$ cat config.mk
export PLATFORM = sky130hd
export DESIGN_NAME = demand_paging_table_walker
export DESIGN_NICKNAME = d
export VERILOG_FILES = /design/src/rtl/core/dptw_pkg.sv /design/src/rtl/core/dptw_result_buf.sv /design/src/rtl/core/demand_paging_table_walker.sv
export SDC_FILE = /design/constraint.sdc
export NUM_CORES = 1
export LEC_CHECK = 0
export BUFFER_PORTS_ARGS = -buffer_cell sky130_fd_sc_hd__buf_2
export CAP_MARGIN = 20
export CORE_MARGIN = 2
export CORE_UTILIZATION = 35
export DETAILED_ROUTE_END_ITERATION = 7
export SLEW_MARGIN = 40
export SYNTH_ARGS = -nofsm -noshare
export SYNTH_HDL_FRONTEND = slang
export SYNTH_SLANG_ARGS = --single-unit
$ cat constraint.sdc
create_clock -name clk -period 13.05 [get_ports clk]
set_input_delay 1.305 -clock clk [delete_from_list [all_inputs] [get_ports clk]]
set_output_delay 1.305 -clock clk [all_outputs]
set_load 0.005 [all_outputs]
$ cat src/rtl/core/dptw_pkg.sv
`timescale 1ns / 1ps

package dptw_pkg;

    localparam int MAX_RES   = 4;
    localparam int CNT_W     = $clog2(MAX_RES + 1);
    localparam int ADDR_W    = 52;
    localparam int DATA_W    = 64;
    localparam int PAGE_W    = 36;
    localparam int IDX_W     = 9;

    // input selector codes (s_tuser)
    localparam logic [1:0] OP_FAULT = 2'd0;
    localparam logic [1:0] OP_ENTRY = 2'd1;
    localparam logic [1:0] OP_ALLOC = 2'd2;

    // result kinds (m_tuser)
    localparam logic [2:0] K_READ   = 3'd0;
    localparam logic [2:0] K_WRITE  = 3'd1;
    localparam logic [2:0] K_ALLOC  = 3'd2;
    localparam logic [2:0] K_CLEAR  = 3'd3;
    localparam logic [2:0] K_INVAL  = 3'd4;
    localparam logic [2:0] K_STATUS = 3'd5;

    // walk status codes
    localparam logic [2:0] ST_MAPPED   = 3'd0;
    localparam logic [2:0] ST_RESERVED = 3'd1;
    localparam logic [2:0] ST_PROTECT  = 3'd2;
    localparam logic [2:0] ST_OOM      = 3'd3;
    localparam logic [2:0] ST_HUGE_1G  = 3'd4;
    localparam logic [2:0] ST_HUGE_2M  = 3'd5;
    localparam logic [2:0] ST_INCONS   = 3'd6;

    // table entry bits
    localparam int E_PRESENT_BIT = 0;
    localparam int E_HUGE_BIT    = 7;
    localparam logic [DATA_W-1:0] E_PRESENT  = 64'h1;
    localparam logic [DATA_W-1:0] E_WRITABLE = 64'h2;
    localparam logic [DATA_W-1:0] E_USER     = 64'h4;

    typedef struct packed {
        logic [2:0]        kind;
        logic [ADDR_W-1:0] address;
        logic [DATA_W-1:0] write_data;
        logic [2:0]        status;
    } res_t;

    // a group of results produced by one accepted word; count 0 loads nothing
    typedef struct packed {
        logic [CNT_W-1:0]       count;
        res_t [MAX_RES-1:0]     res;
    } res_load_t;

endpackage

$ cat src/rtl/core/dptw_result_buf.sv
`timescale 1ns / 1ps

module dptw_result_buf
(
    input  logic                clk,
    input  logic                rst_n,
    input  dptw_pkg::res_load_t load,
    output logic                load_ready,
    output logic                m_tvalid,
    input  logic                m_tready,
    output logic [119:0]        m_tdata,   // address[51:0], write_data[115:52], status[118:116]
    output logic [2:0]          m_tuser,   // kind
    output logic                m_tlast
);
    import dptw_pkg::*;

    localparam int SEL_W = $clog2(MAX_RES);

    res_t [MAX_RES-1:0] res_reg;
    logic [CNT_W-1:0]   cnt_reg;
    logic [SEL_W-1:0]   idx_reg;
    res_t               cur;
    logic               is_last;
    logic               pop;

    assign cur        = res_reg[idx_reg];
    assign is_last    = CNT_W'(idx_reg) == (cnt_reg - CNT_W'(1));
    assign m_tvalid   = cnt_reg != '0;
    assign pop        = m_tvalid && m_tready;
    assign load_ready = !m_tvalid || (pop && is_last);

    assign m_tdata = {1'b0, cur.status, cur.write_data, cur.address};
    assign m_tuser = cur.kind;
    assign m_tlast = is_last;

    always_ff @(posedge clk or negedge rst_n)
    begin
        if (!rst_n)
        begin
            cnt_reg <= '0;
            idx_reg <= '0;
        end
        else if (load.count != '0)
        begin
            cnt_reg <= load.count;
            idx_reg <= '0;
        end
        else if (pop && is_last)
        begin
            cnt_reg <= '0;
            idx_reg <= '0;
        end
        else if (pop)
        begin
            idx_reg <= idx_reg + SEL_W'(1);
        end
    end

    // payload only; no reset
    always_ff @(posedge clk)
    begin
        if (load.count != '0)
        begin
            res_reg <= load.res;
        end
    end

endmodule

$ cat src/rtl/core/demand_paging_table_walker.sv
`timescale 1ns / 1ps

// Channel   Dir  Handshake          Payload
// s_*       in   s_tvalid/s_tready  tuser opcode; tdata fault, flags, entry, frame
// m_*       out  m_tvalid/m_tready  tuser kind; tdata address, data, status; tlast
// cfg_*     in   cfg_wr_en          root table frame
//
// Each accepted word is decoded against the walk state combinationally and its
// results (one to four) land in a result buffer that drains one word a cycle
// while m_tready is high. A word with one result is taken every cycle while the
// sink keeps up; one with N results holds off the next input while the buffer drains.
// s_tready stays high through the cycle in which the last buffered word leaves.
// Reset clears the walk state, the root frame and the buffer; nothing else.
module demand_paging_table_walker
#(
    parameter int LEVELS     = 4,
    parameter int FRAME_BITS = 40
)
(
    input  logic         clk,
    input  logic         rst_n,
    input  logic         s_tvalid,
    output logic         s_tready,
    // fault_address[47:0], err_present[48], err_write[49], err_user[50],
    // err_reserved[51], entry_data[115:52], alloc_frame[155:116]
    input  logic [159:0] s_tdata,
    input  logic [1:0]   s_tuser,   // opcode
    output logic         m_tvalid,
    input  logic         m_tready,
    output logic [119:0] m_tdata,   // address[51:0], write_data[115:52], status[118:116]
    output logic [2:0]   m_tuser,   // kind
    output logic         m_tlast,
    input  logic         cfg_wr_en,
    input  logic [39:0]  cfg_wr_data
);
    import dptw_pkg::*;

    // wide enough to hold the 1G level depth even for short walks
    localparam int LVL_W = (LEVELS > 2) ? $clog2(LEVELS) : 2;
    localparam logic [LVL_W-1:0] TOP_DEPTH = LVL_W'(LEVELS - 1);

    typedef enum logic [1:0] {
        PH_IDLE,
        PH_READ,
        PH_ALLOC
    } phase_t;

    phase_t                 phase_reg,          phase_next;
    logic [LVL_W-1:0]       walk_level_reg,     walk_level_next;
    logic [PAGE_W-1:0]      fault_page_reg,     fault_page_next;
    logic                   fault_is_write_reg, fault_is_write_next;
    logic                   fault_is_user_reg,  fault_is_user_next;
    logic [FRAME_BITS-1:0]  table_frame_reg,    table_frame_next;
    logic [39:0]            root_reg,           root_next;

    res_load_t              load;
    logic                   load_ready;
    logic                   in_acc;

    logic [47:0]            in_fault_addr;
    logic                   in_err_present;
    logic                   in_err_write;
    logic                   in_err_user;
    logic                   in_err_reserved;
    logic [DATA_W-1:0]      in_entry;
    logic [FRAME_BITS-1:0]  in_frame;

    logic [LVL_W-1:0]       depth;
    logic                   e_present;
    logic                   e_huge;
    logic [ADDR_W-1:0]      new_frame_addr;
    logic [DATA_W-1:0]      user_flag;
    logic [DATA_W-1:0]      write_flag;

    assign in_fault_addr   = s_tdata[47:0];
    assign in_err_present  = s_tdata[48];
    assign in_err_write    = s_tdata[49];
    assign in_err_user     = s_tdata[50];
    assign in_err_reserved = s_tdata[51];
    assign in_entry        = s_tdata[115:52];
    assign in_frame        = s_tdata[116 +: FRAME_BITS];

    assign s_tready = load_ready;
    assign in_acc   = s_tvalid && s_tready;

    // distance of the current level from the leaf table
    assign depth          = TOP_DEPTH - walk_level_reg;
    assign e_present      = in_entry[E_PRESENT_BIT];
    assign e_huge         = in_entry[E_HUGE_BIT];
    assign new_frame_addr = ADDR_W'({in_frame, 12'h000});
    assign user_flag      = fault_is_user_reg ? E_USER : '0;
    assign write_flag     = fault_is_write_reg ? E_WRITABLE : '0;

    // byte address of the entry for this page within the table at frame
    function automatic logic [ADDR_W-1:0] entry_addr(
        input logic [FRAME_BITS-1:0] frame,
        input logic [LVL_W-1:0]      lvl_depth,
        input logic [PAGE_W-1:0]     page
    );
        logic [PAGE_W+IDX_W-1:0] ext;
        logic [PAGE_W+IDX_W-1:0] sh;
        ext = {{IDX_W{1'b0}}, page};
        sh  = ext >> (IDX_W * int'(lvl_depth));
        return ADDR_W'({frame, sh[IDX_W-1:0], 3'b000});
    endfunction

    always_comb
    begin
        phase_next          = phase_reg;
        walk_level_next     = walk_level_reg;
        fault_page_next     = fault_page_reg;
        fault_is_write_next = fault_is_write_reg;
        fault_is_user_next  = fault_is_user_reg;
        table_frame_next    = table_frame_reg;
        root_next           = cfg_wr_en ? cfg_wr_data : root_reg;
        load                = '0;

        if (in_acc && s_tuser == OP_FAULT && phase_reg == PH_IDLE)
        begin
            fault_page_next     = in_fault_addr[47:12];
            fault_is_write_next = in_err_write;
            fault_is_user_next  = in_err_user;
            load.count          = CNT_W'(1);
            if (in_err_reserved)
            begin
                load.res[0].kind   = K_STATUS;
                load.res[0].status = ST_RESERVED;
            end
            else if (in_err_present)
            begin
                load.res[0].kind   = K_STATUS;
                load.res[0].status = ST_PROTECT;
            end
            else
            begin
                walk_level_next       = '0;
                table_frame_next      = root_reg[FRAME_BITS-1:0];
                load.res[0].kind      = K_READ;
                load.res[0].address   = entry_addr(root_reg[FRAME_BITS-1:0], TOP_DEPTH,
                                                   in_fault_addr[47:12]);
                phase_next            = PH_READ;
            end
        end
        else if (in_acc && s_tuser == OP_ENTRY && phase_reg == PH_READ)
        begin
            load.count = CNT_W'(1);
            if (e_present && e_huge && (depth == LVL_W'(1) || depth == LVL_W'(2)))
            begin
                load.res[0].kind   = K_STATUS;
                load.res[0].status = (depth == LVL_W'(2)) ? ST_HUGE_1G : ST_HUGE_2M;
                phase_next         = PH_IDLE;
            end
            else if (e_present && depth == '0)
            begin
                load.res[0].kind   = K_STATUS;
                load.res[0].status = ST_INCONS;
                phase_next         = PH_IDLE;
            end
            else if (e_present)
            begin
                table_frame_next    = in_entry[12 +: FRAME_BITS];
                walk_level_next     = walk_level_reg + LVL_W'(1);
                load.res[0].kind    = K_READ;
                load.res[0].address = entry_addr(in_entry[12 +: FRAME_BITS],
                                                 depth - LVL_W'(1), fault_page_reg);
            end
            else
            begin
                load.res[0].kind = K_ALLOC;
                phase_next       = PH_ALLOC;
            end
        end
        else if (in_acc && s_tuser == OP_ALLOC && phase_reg == PH_ALLOC)
        begin
            if (in_frame == '0)
            begin
                load.count         = CNT_W'(1);
                load.res[0].kind   = K_STATUS;
                load.res[0].status = ST_OOM;
                phase_next         = PH_IDLE;
            end
            else
            begin
                load.res[0].kind    = K_CLEAR;
                load.res[0].address = new_frame_addr;
                load.res[1].kind    = K_WRITE;
                load.res[1].address = entry_addr(table_frame_reg, depth, fault_page_reg);
                if (depth == '0)
                begin
                    // leaf: map the page, flush its translation, report
                    load.count             = CNT_W'(4);
                    load.res[1].write_data = DATA_W'(new_frame_addr) | E_PRESENT
                                             | user_flag | write_flag;
                    load.res[2].kind       = K_INVAL;
                    load.res[2].address    = ADDR_W'({fault_page_reg, 12'h000});
                    load.res[3].kind       = K_STATUS;
                    load.res[3].status     = ST_MAPPED;
                    phase_next             = PH_IDLE;
                end
                else
                begin
                    // link the new table and continue in it
                    load.count             = CNT_W'(3);
                    load.res[1].write_data = DATA_W'(new_frame_addr) | E_PRESENT
                                             | E_WRITABLE | user_flag;
                    load.res[2].kind       = K_READ;
                    load.res[2].address    = entry_addr(in_frame, depth - LVL_W'(1),
                                                        fault_page_reg);
                    table_frame_next       = in_frame;
                    walk_level_next        = walk_level_reg + LVL_W'(1);
                    phase_next             = PH_READ;
                end
            end
        end
    end

    always_ff @(posedge clk or negedge rst_n)
    begin
        if (!rst_n)
        begin
            phase_reg          <= PH_IDLE;
            walk_level_reg     <= '0;
            fault_page_reg     <= '0;
            fault_is_write_reg <= 1'b0;
            fault_is_user_reg  <= 1'b0;
            table_frame_reg    <= '0;
            root_reg           <= '0;
        end
        else
        begin
            phase_reg          <= phase_next;
            walk_level_reg     <= walk_level_next;
            fault_page_reg     <= fault_page_next;
            fault_is_write_reg <= fault_is_write_next;
            fault_is_user_reg  <= fault_is_user_next;
            table_frame_reg    <= table_frame_next;
            root_reg           <= root_next;
        end
    end

    dptw_result_buf u_result_buf
    (
        .clk        (clk),
        .rst_n      (rst_n),
        .load       (load),
        .load_ready (load_ready),
        .m_tvalid   (m_tvalid),
        .m_tready   (m_tready),
        .m_tdata    (m_tdata),
        .m_tuser    (m_tuser),
        .m_tlast    (m_tlast)
    );

`ifndef SYNTH
    a_status_is_last: assert property (@(posedge clk) disable iff (!rst_n)
        (m_tvalid && m_tuser == K_STATUS) |-> m_tlast)
        else $error("status word not marked last");

    a_alloc_phase: assert property (@(posedge clk) disable iff (!rst_n)
        (m_tvalid && m_tuser == K_ALLOC) |-> (phase_reg == PH_ALLOC))
        else $error("allocate request shown outside allocate phase");

    a_read_phase: assert property (@(posedge clk) disable iff (!rst_n)
        (m_tvalid && m_tuser == K_READ) |-> (phase_reg == PH_READ))
        else $error("entry read shown outside read phase");

    a_level_range: assert property (@(posedge clk) disable iff (!rst_n)
        (phase_reg != PH_IDLE) |-> (walk_level_reg <= TOP_DEPTH))
        else $error("walk level beyond leaf");
`endif

endmodule

# After elaboration in Yosys (flattened, before gate mapping)
# Index checks and enable logic that the tools add are counted.
[totals] out_inout_bits=126 input_bits=207 ff_bits=365
[op_classes] addsub=5 mux=73 n_reduce_logical=29 n_shift=2 n_eq_ne=15 bitwise_logic=4 n_mul=2 n_lt_le_gt_ge=1
[ops] op="2-to-1 mux 40 bit" n=10
[ops] op="2-to-1 mux 52 bit" n=7
[ops] op="binary-select mux 122 bit (select 2 bit)" n=1
[ops] op="2-to-1 mux 55 bit" n=4
[ops] op="2-to-1 mux 122 bit" n=1
[ops] op="2-to-1 mux 117 bit" n=1
[ops] op="bitwise OR 52 x 3 -> 52 bit" n=2
[ops] op=">> shifter 36 x 6 -> 9 bit" n=2
[ops] op="2-to-1 mux 2 bit" n=27
[ops] op="2-to-1 mux 3 bit" n=18
[ops] op="bitwise OR 52 x 2 -> 52 bit" n=1
[ops] op="zero test 40 bit" n=1
[ops] op="inequality test 3 bit, second input constant" n=5
[ops] op="logical AND 1 bit" n=12
[ops] op="multiplier 4 x 2 -> 6 bit, first input constant" n=2
[ops] op="nonzero test 3 bit" n=4
[ops] op="AND reduction 8 bit" n=1
[ops] op="equality test 2 x 1 -> 1 bit, second input constant" n=3
[ops] op="equality test 2 bit, second input constant" n=3
[ops] op="zero test 2 bit" n=3
[ops] op="2-to-1 mux 6 bit" n=1
[ops] op="inequality test 5 x 3 -> 1 bit, second input constant" n=1
[ops] op="OR reduction 5 bit" n=1
[ops] op="adder 2 x 1 -> 2 bit, second input constant" n=2
[ops] op="other kinds (14)" n=18

# Logic depth before layout (Yosys ltp)
# Gate-level depths: netlist (run 1).
[depth] ltp_word=12 depth_mapped=12 ltp_nobuf=9

# By module
# From an unflattened synthesis (run 1), not the netlist that was laid out.
[hier_totals] cells_unflattened=1450 hier_area_um2=25508.2
[modules_own_cells] mod="dptw_result_buf" n_inst=1 area_each_um2=17870.9 cells_per_inst=670 seq_area_each_um2=14779.2
[modules_own_cells] mod="demand_paging_table_walker" n_inst=1 area_each_um2=7637.3 cells_per_inst=780 seq_area_each_um2=3052.9

# Worst setup path before layout (run 1)
# No wires, ideal clock.
[synth_timing] path_kind="input to register" startpoint="input s_tuser[1]" endpoint="register u_result_buf.res_reg[0] (netlist name), enable pin" path_stages=4 path_buffers=0 required_ns=12.290 slack_ns=2.151 arrival_time_ns=10.139 path_cell_list="xor2_1 > nor3_1 > o21ai_0 > nor2_1"
[synth_via] elab_chain_len=7 elab_cells_between_ends=13
[synth_lines] item="start, declared" line_no="demand_paging_table_walker.sv:27" text="input logic [1:0] s_tuser,"
[synth_lines] item="equality test 2 bit" line_no="demand_paging_table_walker.sv:173" text="else if (in_acc && s_tuser == OP_ALLOC && phase_reg == PH_ALLOC)"
[synth_lines] item="logical AND 1 bit (2 in series)" line_no="demand_paging_table_walker.sv:173"
[synth_lines] item="2-to-1 mux 6 bit" line_no="demand_paging_table_walker.sv:173"
[synth_lines] item="2-to-1 mux 3 bit" line_no="demand_paging_table_walker.sv:144" text="else if (in_acc && s_tuser == OP_ENTRY && phase_reg == PH_READ)"
[synth_lines] item="2-to-1 mux 3 bit *" line_no="demand_paging_table_walker.sv:118" text="if (in_acc && s_tuser == OP_FAULT && phase_reg == PH_IDLE)"
[synth_lines] item="nonzero test 3 bit *" line_no="dptw_result_buf.sv:62" text="if (load.count != '0)"
[synth_lines] item="end signal, assigned" line_no="dptw_result_buf.sv:64" text="res_reg <= load.res;"
[synth_lines] item="end, declared" line_no="dptw_result_buf.sv:19" text="res_t [MAX_RES-1:0] res_reg;"
# Mark *: on every way between the ends. The rest lies on a longest branch, timed or not.
# A chain may end at the register's enable or synchronous reset.

==> impl_results.md, run 1 <==
* R2R Setup Slk at 8.78 ns
* Area share of fa/ha/maj cells after synthesis at 0.00316
* FF/Latch Area at 9130 sq um
* Layout fillers at 4,189
* Most frequent cells in the layout: 268 x buf_2, 198 x edfxtp_1, 187 x nand2_1, 125 x dfrtp_1, 105 x and2_1
* Top-Level Pins at 333
* Worst Setup Start Kind: primary input
* Max_cap viols at 0
* Initial drt markers at 1,009
* Largest family of logic cells by synthesized area: simple AND/OR/NAND/NOR gates
* Post-synthesis sequential area ratio at 0.576
* Post-synthesis xor/xnor area fraction at 0.00332
* Cell Count, Final, Fillers Out at 2,202
* Mux cell area share after synthesis at 0.139
* RD Place Congestion at 0.777
* Largest net degree at the start of global routing at 73
* Overflow after GRT at 0
* Post-Syn Area per Cell at 11.8 sq um
* Number of port buffers at 269
* Setup Buffers After CTS at 0
* Clk_skew at 0.0136 ns
* Critical hold path startpoint: fault_is_user_reg
* Clk sinks at 325
* H-tree depth at 2
* Final setup fails at 0
* First-pass iteration count of the detailed router at 5
* Hold EP: fault_is_user_reg
* Power after layout at 0.00385 W
* CTS tree: yes
* Tmin final at 4.58 ns
* Cell count after synthesis at 1,342
* Int Pwr at 0.00252 W
* Clock root buffer master: clkbuf_16
* Post-route cell area at 19,000 sq um
* Layout Nets at 1,790
* Final HPWL DP at 33,100 um
* Fin crit share at 0.351
* Worst-path cell chain: buf_2 -> nor4_1 -> nand4_1 -> nor3_1 -> or2_4 -> inv_2 -> buf_4 -> a221o_1
* FMAX at 218 MHz
* Worst hold stages at 2
* Layout cells sized above 1 at 0.284
* Post-Route WL at 51,500 um
* Post-Synthesis Cell Area at 15,800 sq um
* Reg2Reg Depth at 10
* Ys async rst share at 0.391
* Status: complete, no violations
* Placed inst area at 17,700 sq um
* Clock share of power at 0.299
* Max reg flops at 198
* Reg2reg start: u_result_buf.cnt_reg[0]
* DR WL/cell at 23.4 um
* PD cells at 202 nW/um^2
* Synth Area in Compound Gates at 0.0872
* Worst r2r dst: u_result_buf.res_reg[319]
* Global-route wire length before repair at 74,900 um
* Most common cell after layout, fill and taps aside: buf_2
* Placed cells at 2,131
* Final Max Slew Viols at 0
* Initial antenna violation count at 8
* ANT nets after route at 0
* Synth Register Bits at 325
* P&R area growth vs syn at 20.2%
* Worst Hold Class: flip-flop to flip-flop
* Post_cts resized at 0
* Ys flop type: edfxtp_1
* Worst Path Arrival at 4.88 ns
* Multi-input logic area at 6080 sq um
* Cell row count at 77
* Synth cell types at 55
* Crit-path slowest cell: nor4_1
* CTS Buf Count at 38
* Setup CP Type: primary input to flip-flop
* Gate power share at 0.307
* Post-synth EDFFs at 198
* Die height at 217 um
* Full die area at 47,000 sq um
* Core area at 44,400 sq um
* Critical path required time at 13.34 ns
* Hold Vio Cnt, Final at 0
* Clk_lat worst skew at 0.55 ns
* IR drop worst, VDD at 0.109 mV
* Total track usage at 0.216
* Setup TNS at 0 ns
* Critical Path Max Stage Delay at 0.71 ns
* DRC at 0
* Seq pwr share at 0.394
* Via count at 11,600
* Vias in the first global route at 11,500
* Routed vias/inst at 5.28
* Psw at 0.00132 W
* Critical path fanouts, max at 49
* Post-Synth Simple-Gate Area at 0.142
* Slew headroom at 0.446
* Worst slew pin tran at 0.828 ns
* Switching Fraction at 0.345
* Worst-path clk slew at 0.06 ns
* Clk buf depth at 3
* WHS at 0.473 ns
* RSZ-0062 raised after global routing: false
* Yosys Warn Count at 0
* Hold Buf Count CTS at 0
* Initial core utilization at 0.357
* Static Leakage at 8.16 nW
* Die X at 217 um
* Critical path endpoint category: flip-flop
synthesized netlist by cell type (4+ instances only):
| cell type | instances | area, sq um |
|---|---|---|
| edfxtp_1 | 198 | 5950 |
| nand2_1 | 187 | 702 |
| dfrtp_1 | 127 | 3180 |
| and2_1 | 105 | 657 |
| mux2i_1 | 85 | 851 |
| o21ai_0 | 83 | 415 |
| nor2_1 | 82 | 308 |
| clkbuf_1 | 65 | 244 |
| mux2_2 | 62 | 698 |
| and3_1 | 54 | 338 |
| a221o_1 | 44 | 440 |
| inv_1 | 42 | 158 |
| a22oi_1 | 30 | 225 |
| buf_4 | 28 | 210 |
| mux2_1 | 20 | 225 |
| mux4_2 | 18 | 405 |
| buf_2 | 13 | 65.1 |
| a22o_1 | 11 | 96.3 |
| nor4_1 | 10 | 62.6 |
| buf_1 | 9 | 33.8 |
| o211ai_1 | 6 | 45.0 |
| nand2b_1 | 5 | 31.3 |
| nand3_1 | 5 | 25.0 |
| nor3_1 | 5 | 25.0 |
| buf_6 | 4 | 45.0 |
| ha_1 | 4 | 50.1 |
| xor2_1 | 4 | 35.0 |
final cells by class:
type | count | area share
clock inverter | 21 | 0.0138
clock buffer | 49 | 0.0572
multi-input combinational | 877 | 0.320
antenna | 1 | 0.000132
timing repair buffer | 293 | 0.0816
sequential | 325 | 0.480
inverter | 44 | 0.00894
tap | 592 | 0.0389
worst max-delay path: cells and delay by family:
family	cells	cell delay, ns
simple gates	4	2.15
compound gates	1	0.40
buf+inv	3	0.98
kinds of logic (layout without fill, tap and decap cells):
group | after synthesis | count (layout)
other cells | 1 | 26
compound gates | 189 | 189
xor+xnor | 6 | 6
fa+ha+maj | 4 | 4
mux | 186 | 186
flops | 325 | 325
simple gates | 467 | 467
buf+inv | 164 | 407
stage by stage:
stage               setup slack (ns)   util
finish                          8.47  0.428
global route                    8.32  0.428
CTS                             8.53  0.428
detailed placement              7.93  0.398
global placement                7.71  0.397
floorplan                       2.15      -
routing by layer:
layer / GRT usage / vias up / part of all wire
met5: 0 / - / 0.0010
met4: 0.0820 / 10 / 0.031
met3: 0.0448 / 102 / 0.074
met2: 0.344 / 481 / 0.47
met1: 0.292 / 5793 / 0.42
li1: - / 5236 / -
worst max-delay path by stage:
stage / start / end / slack, ns / cells past startpoint
after global routing: s_tdata[131] / u_result_buf.res_reg[112] / 8.32 / 8
after global placement: s_tdata[117] / u_result_buf.res_reg[112] / 7.71 / 8
after floorplan: s_tuser[1] / u_result_buf.res_reg[0] / 2.15 / 4
after detailed placement: s_tdata[133] / u_result_buf.res_reg[112] / 7.93 / 8
final: s_tdata[133] / u_result_buf.res_reg[112] / 8.47 / 8
after CTS: s_tdata[133] / u_result_buf.res_reg[112] / 8.53 / 8
power groups by stage:
stage / combinational (W) / clock, W / sequential, W
floorplan: 0.000770 / 0 / 0.00145
global placement: 0.00117 / 0 / 0.00153
detailed placement: 0.00118 / 0 / 0.00154
CTS: 0.00119 / 0.00117 / 0.00152
global route: 0.00128 / 0.00121 / 0.00154
finish: 0.00118 / 0.00115 / 0.00152
Power figures use the tool's default switching activity.
==> run 2: changes to the inputs <==
==> constraint.sdc (replaced) <==
create_clock -name clk -period 4.3 [get_ports clk]
set_input_delay 0.43 -clock clk [delete_from_list [all_inputs] [get_ports clk]]
set_output_delay 0.43 -clock clk [all_outputs]
set_load 0.005 [all_outputs]
==> run 2 against run 1 <==
Net effect:
- utilization grew 0.23 points
- count of clock-buffer cells in the layout grew 7
- sequential power grew to 3.0 times the previous value
- via count grew 1.4%
- worst hold slack lost 0.39 ns
- sequential share of layout area shrank 0.25 points
- critical endpoint is now m_tdata[6]
- largest cell class unchanged
==> impl_results.md, run 2 (same netlist as run 1, synthesis figures left out) <==
* Status: complete, no violations
* Clock root buffer master: clkbuf_16
* DR top layer: met5
* Critical path required time at 3.87 ns (-9.47 ns)
* Setup Buffers After CTS at 0 (unchanged)
* Initial core utilization at 0.357 (unchanged)
* Critical path endpoint category: output pin
* Final HPWL DP at 33,500 um (+1.2%)
* DR WL met2 at 25,200 um (+3.8%)
* Worst-path clk slew at 0.06 ns (about the same)
* Cell row count at 77 (unchanged)
* Most common cell after layout, fill and taps aside: buf_2
* Critical path fanouts, max at 62 (+27%)
* Worst r2r dst: fault_page_reg[3]
* Layout fillers at 4,167 (-0.53%)
* Full die area at 47,000 sq um (unchanged)
* H-tree depth at 2 (unchanged)
* Die height at 217 um (unchanged)
* Global-route wire length before repair at 76,500 um (+2.1%)
* Number of port buffers at 269 (unchanged)
* Worst Setup Start Kind: flip-flop
* Layout Nets at 1,801 (+0.61%)
* Fin crit share at 0.818
* Placed cells at 2,142 (+0.52%)
* FMAX at 284 MHz
* Worst Hold Class: primary input to flip-flop
* Clk sinks at 325 (unchanged)
* CTS tree: yes
* Via count at 11,800 (+1.4%)
* Crit path launch: u_result_buf.idx_reg[0]
* ANT nets after route at 0 (unchanged)
* Clk_skew at 0.0168 ns (+0.00319 ns)
* Cell Count, Final, Fillers Out at 2,219 (+0.77%)
* Slew headroom at 0.450 (+0.00424)
* DRC at 0 (unchanged)
* Reg2Reg Depth at 10 (unchanged)
* Top-Level Pins at 333 (unchanged)
* RSZ-0062 raised after global routing: false
* CTS Buf Count at 37 (-2.6%)
* Worst slew pin tran at 0.825 ns (-0.00367 ns)
* Overflow after GRT at 0 (unchanged)
* Initial drt markers at 915 (-9.3%)
* Critical path destination: m_tdata[6]
* Hold Vio Cnt, Final at 0 (unchanged)
* Critical hold path startpoint: s_tdata[36]
* Initial antenna violation count at 10 (+2)
* Layout cells sized above 1 at 0.291 (+0.00689)
* Wl on met1 at 21,800 um (+0.36%)
* DR WL/cell at 23.6 um (+0.77%)
* Clk buf depth at 3 (unchanged)
* Post-Route WL at 52,300 um (+1.5%)
* IR drop worst, VDD at 0.263 mV (+140%)
* RD Place Congestion at 0.808 (+4.0%)
* Final setup fails at 0 (unchanged)
* Core area at 44,400 sq um (unchanged)
* Vias in the first global route at 11,900 (+3.4%)
* Final Max Slew Viols at 0 (unchanged)
* Fin worst setup slack at 0.784 ns (-7.68 ns)
* Static Leakage at 8.19 nW (+0.44%)
* Most frequent cells in the layout: 268 x buf_2, 198 x edfxtp_1, 186 x nand2_1, 125 x dfrtp_1, 105 x and2_1
* Largest net degree at the start of global routing at 114 (+56%)
* PD cells at 606 nW/um^2 (+200%)
* Reg2reg start: u_result_buf.cnt_reg[0]
* Routed vias/inst at 5.31 (+0.60%)
* Die X at 217 um (unchanged)
* Met3 wire length at 3850 um (+0.44%)
* Max_cap viols at 0 (unchanged)
* Tmin final at 3.52 ns
* Power after layout at 0.0116 W (+200%)
* Total track usage at 0.220 (+0.00400)
* Clk_lat worst skew at 0.54 ns (about the same)
* Setup CP Type: flip-flop to output pin
* Max reg flops at 198 (unchanged)
* P&R area growth vs syn at 20.8%
* Worst Path Arrival at 3.09 ns (-1.79 ns)
* Pre-CTS WS at 1.07 ns (-6.86 ns)
* R2R Setup Slk at 1.06 ns (-7.72 ns)
* First-pass iteration count of the detailed router at 5 (unchanged)
run 2: changes by cell type in the layout (fill, tap and decap cells not counted), moves of 2 or more:
cell / change
buf_12: +4
buf_4: +8
buf_6: -2
clkinv_2: -3
clkbuf_8: +10
bufinv_16: -4
diode_2: +7
inv_1: -2
clkbuf_16: -2
run 2: power by group:
part           switching [W]  internal (W)  total (W)
sequential          0.000479       0.00402    0.00449
clock                0.00131       0.00200    0.00331
combinational        0.00223       0.00155    0.00378
run 2: worst min path at each step:
| stage | to | cells after the start |
|---|---|---|
| after floorplan | fault_is_user_reg | 0 |
| after global placement | fault_is_user_reg | 2 |
| after detailed placement | table_frame_reg[24] | 1 |
| after CTS | fault_page_reg[16] | 3 |
| after global routing | fault_page_reg[24] | 3 |
| final | fault_page_reg[24] | 3 |
run 2: repair_timing:
action	in CTS	in global routing
gates resized for setup	0	0
endpoints found under the hold margin	80	0
hold buffers	1	0
run 2: final cells by class:
cell class / instances / area [sq um] / area share
clock inverter: 12 / 115 / 0.00602
tap: 592 / 741 / 0.0387
sequential: 325 / 9130 / 0.477
antenna: 8 / 20.0 / 0.00105
multi-input combinational: 877 / 6080 / 0.318
inverter: 44 / 173 / 0.00903
timing repair buffer: 305 / 1700 / 0.0886
clock buffer: 56 / 1170 / 0.0612
run 2: routing by layer:
metal | global-route usage | up-vias
met4 | 0.0749 | 2
met2 | 0.366 | 488
met3 | 0.0390 | 86
met1 | 0.292 | 5922
li1 | - | 5284
met5 | 0 | -
run 2: metrics by stage:
step	utilization	hold WS, ns	TNS [ns]	cell area, sq um
3_5_place_dp	0.401	0.466	0	17800
3_3_place_gp	0.400	0.454	0	17800
5_1_grt	0.430	0.0916	0	19100
6_report	0.431	0.0879	0	19100
4_1_cts	0.430	0.0701	0	19100
2_1_floorplan	-	0.134	-67.34	15900
run 2: worst max-delay path: stages, from the launching register on:
cell and delay (ns):
dfrtp_2 0.37, buf_4 0.62, nor2b_4 0.28, buf_4 0.65
nand2_1 0.12, o21ai_0 0.25, buf_2 0.22
==> run 3: changes to the inputs <==
==> constraint.sdc (replaced) <==
create_clock -name clk -period 3.65 [get_ports clk]
set_input_delay 0.365 -clock clk [delete_from_list [all_inputs] [get_ports clk]]
set_output_delay 0.365 -clock clk [all_outputs]
set_load 0.005 [all_outputs]
==> run 3 against run 2 <==
Net effect:
- worst hold slack worse by 0.061 ns
- design area is 0.52% higher
- sequential share of layout area is 0.25 points lower
- die area stayed put
- sequential cell count stayed put
- combinational power is 18% higher
- critical path depth is 1 higher
- register-to-register slack worse by 0.54 ns
- largest cell class unchanged
==> impl_results.md, run 3 (same netlist as run 1, synthesis figures left out) <==
* Setup TNS at 0 ns (unchanged)
* GRT busiest layer: met2
* Final setup fails at 0 (unchanged)
* Final Max Slew Viols at 0 (unchanged)
* P&R area growth vs syn at 21.4%
* Die X at 217 um (unchanged)
* Crit-path slowest cell: buf_4
* Hold Vio Cnt, Final at 0 (unchanged)
* Reg2reg start: u_result_buf.cnt_reg[0]
* Met1 Use GR at 0.290 (-0.00153)
* Met2 GRT Util at 0.354 (-0.0112)
* Most common cell after layout, fill and taps aside: buf_2
* IR drop worst, VDD at 0.359 mV (+37%)
* Overflow after GRT at 0 (unchanged)
* Largest net degree at the start of global routing at 114 (unchanged)
* Initial core utilization at 0.357 (unchanged)
* Initial drt markers at 853 (-6.8%)
* Setup CP Type: flip-flop to output pin
* Core area at 44,400 sq um (unchanged)
* Slew headroom at 0.453 (+0.00337)
* FMAX at 293 MHz
* Max_cap viols at 0 (unchanged)
* Number of port buffers at 269 (unchanged)
* Worst Setup Start Kind: flip-flop
* Critical path destination: m_tdata[3]
* Die height at 217 um (unchanged)
* Critical path required time at 3.28 ns (-0.59 ns)
* Max reg flops at 198 (unchanged)
* Cell row count at 77 (unchanged)
* Global-route wire length before repair at 74,900 um (-2.0%)
* Layout Nets at 1,819 (+1.0%)
* R2R Setup Slk at 0.52 ns (-0.54 ns)
* Post_cts resized at 0 (unchanged)
* Critical path fanouts, max at 67 (+8.1%)
* Worst-path clk slew at 0.06 ns (about the same)
* Clk sinks at 325 (unchanged)
* Reg2Reg Depth at 9 (-1)
* WHS at 0.0265 ns (-0.0615 ns)
* Worst r2r dst: u_result_buf.res_reg[0]
* Worst Hold Class: primary input to flip-flop
* Setup Buffers After CTS at 0 (unchanged)
* Initial antenna violation count at 9 (-1)
* Layout cells sized above 1 at 0.289 (-0.00180)
* Most frequent cells in the layout: 268 x buf_2, 198 x edfxtp_1, 186 x nand2_1, 125 x dfrtp_1, 105 x and2_1
* Pre-CTS WS at 0.522 ns (-0.549 ns)
* Fin crit share at 0.936
* Top-Level Pins at 333 (unchanged)
* PD cells at 706 nW/um^2 (+17%)
* Clk buf depth at 3 (unchanged)
* Post-Route WL at 51,500 um (-1.5%)
* Full die area at 47,000 sq um (unchanged)
* Tmin final at 3.41 ns
* Layout fillers at 4,166 (-0.024%)
* RSZ-0062 raised after global routing: false
* Status: complete, no violations
* Static Leakage at 8.24 nW (+0.53%)
* Clk_skew at 0.0208 ns (+0.00398 ns)
* Via count at 11,700 (-0.84%)
* DR WL/cell at 23.0 um (-2.2%)
* Total track usage at 0.217 (-0.00342)
* H-tree depth at 2 (unchanged)
* RD Place Congestion at 0.799 (-1.1%)
* Vias in the first global route at 11,700 (-1.2%)
* CTS Buf Count at 38 (+2.7%)
* GR Util met3 at 0.0366 (-0.00239)
* Final HPWL DP at 33,400 um (-0.16%)
* First-pass iteration count of the detailed router at 5 (unchanged)
* Worst Path Arrival at 3.05 ns (-0.04 ns)
* Worst-path cell chain: buf_4 -> buf_4 -> nor2b_4 -> buf_12 -> nand2_1 -> o21ai_0 -> buf_2
* ANT nets after route at 0 (unchanged)
* Worst slew pin tran at 0.820 ns (-0.00505 ns)
* Crit path launch: u_result_buf.idx_reg[1]
* Post-layout utilization of the core at 0.433 (+0.00223)
* Fin worst setup slack at 0.235 ns (-0.549 ns)
* Routed vias/inst at 5.22 (-1.6%)
* DRC at 0 (unchanged)
* CTS tree: yes
* Crit-path most repeated cell: buf_4
* Clk_lat worst skew at 0.56 ns (+0.02 ns)
* Clock root buffer master: clkbuf_16
* Critical path endpoint category: output pin
* Critical Path Max Stage Delay at 0.70 ns (+0.05 ns)
-- run 3: changes by cell type in the layout (fill, tap and decap cells not counted), moves of 2 or more --
cell and change:
buf_4 +8, clkbuf_1 +6, dlygate4sd3_1 +10, clkbuf_8 -2
-- run 3: what timing repair did --
item,CTS,global route
endpoints found under the hold margin,83,0
endpoints found under the setup margin,0,0
hold buffers,11,0
-- run 3: final cells by class --
class | count | area (sq um) | area share
tap | 592 | 741 | 0.0385
timing repair buffer | 322 | 1840 | 0.0959
clock inverter | 10 | 105 | 0.00547
multi-input combinational | 877 | 6090 | 0.317
inverter | 44 | 171 | 0.00892
clock buffer | 58 | 1130 | 0.0586
antenna | 8 | 20.0 | 0.00104
sequential | 325 | 9130 | 0.475
-- run 3: per-layer routing --
layer,part of all wire,vias up
li1,-,5314
met1,0.43,5864
met2,0.48,416
met3,0.066,87
met4,0.029,2
met5,0.00025,-
-- run 3: through the flow --
stage	area [sq um]	total power [W]	std cells
6_report	19200	0.0136	2236
3_3_place_gp	17800	0.00978	2147
2_1_floorplan	15900	0.00787	1366
3_5_place_dp	17900	0.00987	2149
5_1_grt	19200	0.0143	2233
4_1_cts	19200	0.0137	2228
-- run 3: worst min path at each step --
stage	cells after the start	slack [ns]	startpoint	to
5_1_grt	3	0.02	s_tdata[16]	fault_page_reg[4]
3_3_place_gp	2	0.45	fault_is_user_reg	fault_is_user_reg
4_1_cts	3	0.0002	s_tdata[16]	fault_page_reg[4]
3_5_place_dp	1	0.47	table_frame_reg[27]	table_frame_reg[27]
6_report	3	0.03	s_tdata[16]	fault_page_reg[4]
2_1_floorplan	0	0.07	rst_n	fault_is_user_reg
-- run 3: report_power, final --
part | switching [W] | internal, W | total [W] | leakage, nW
clock | 0.00155 | 0.00227 | 0.00382 | 0.607
combinational | 0.00259 | 0.00187 | 0.00446 | 4.22
sequential | 0.000567 | 0.00473 | 0.00530 | 3.41
-- run 3: worst max-delay path, delay by kind of cell, from the launching register on --
family | cells | cell delay (ns)
buffers and inverters | 4 | 1.47
AOI/OAI and AO/OA | 1 | 0.20
DFF | 1 | 0.41
and+or+nand+nor | 2 | 0.23
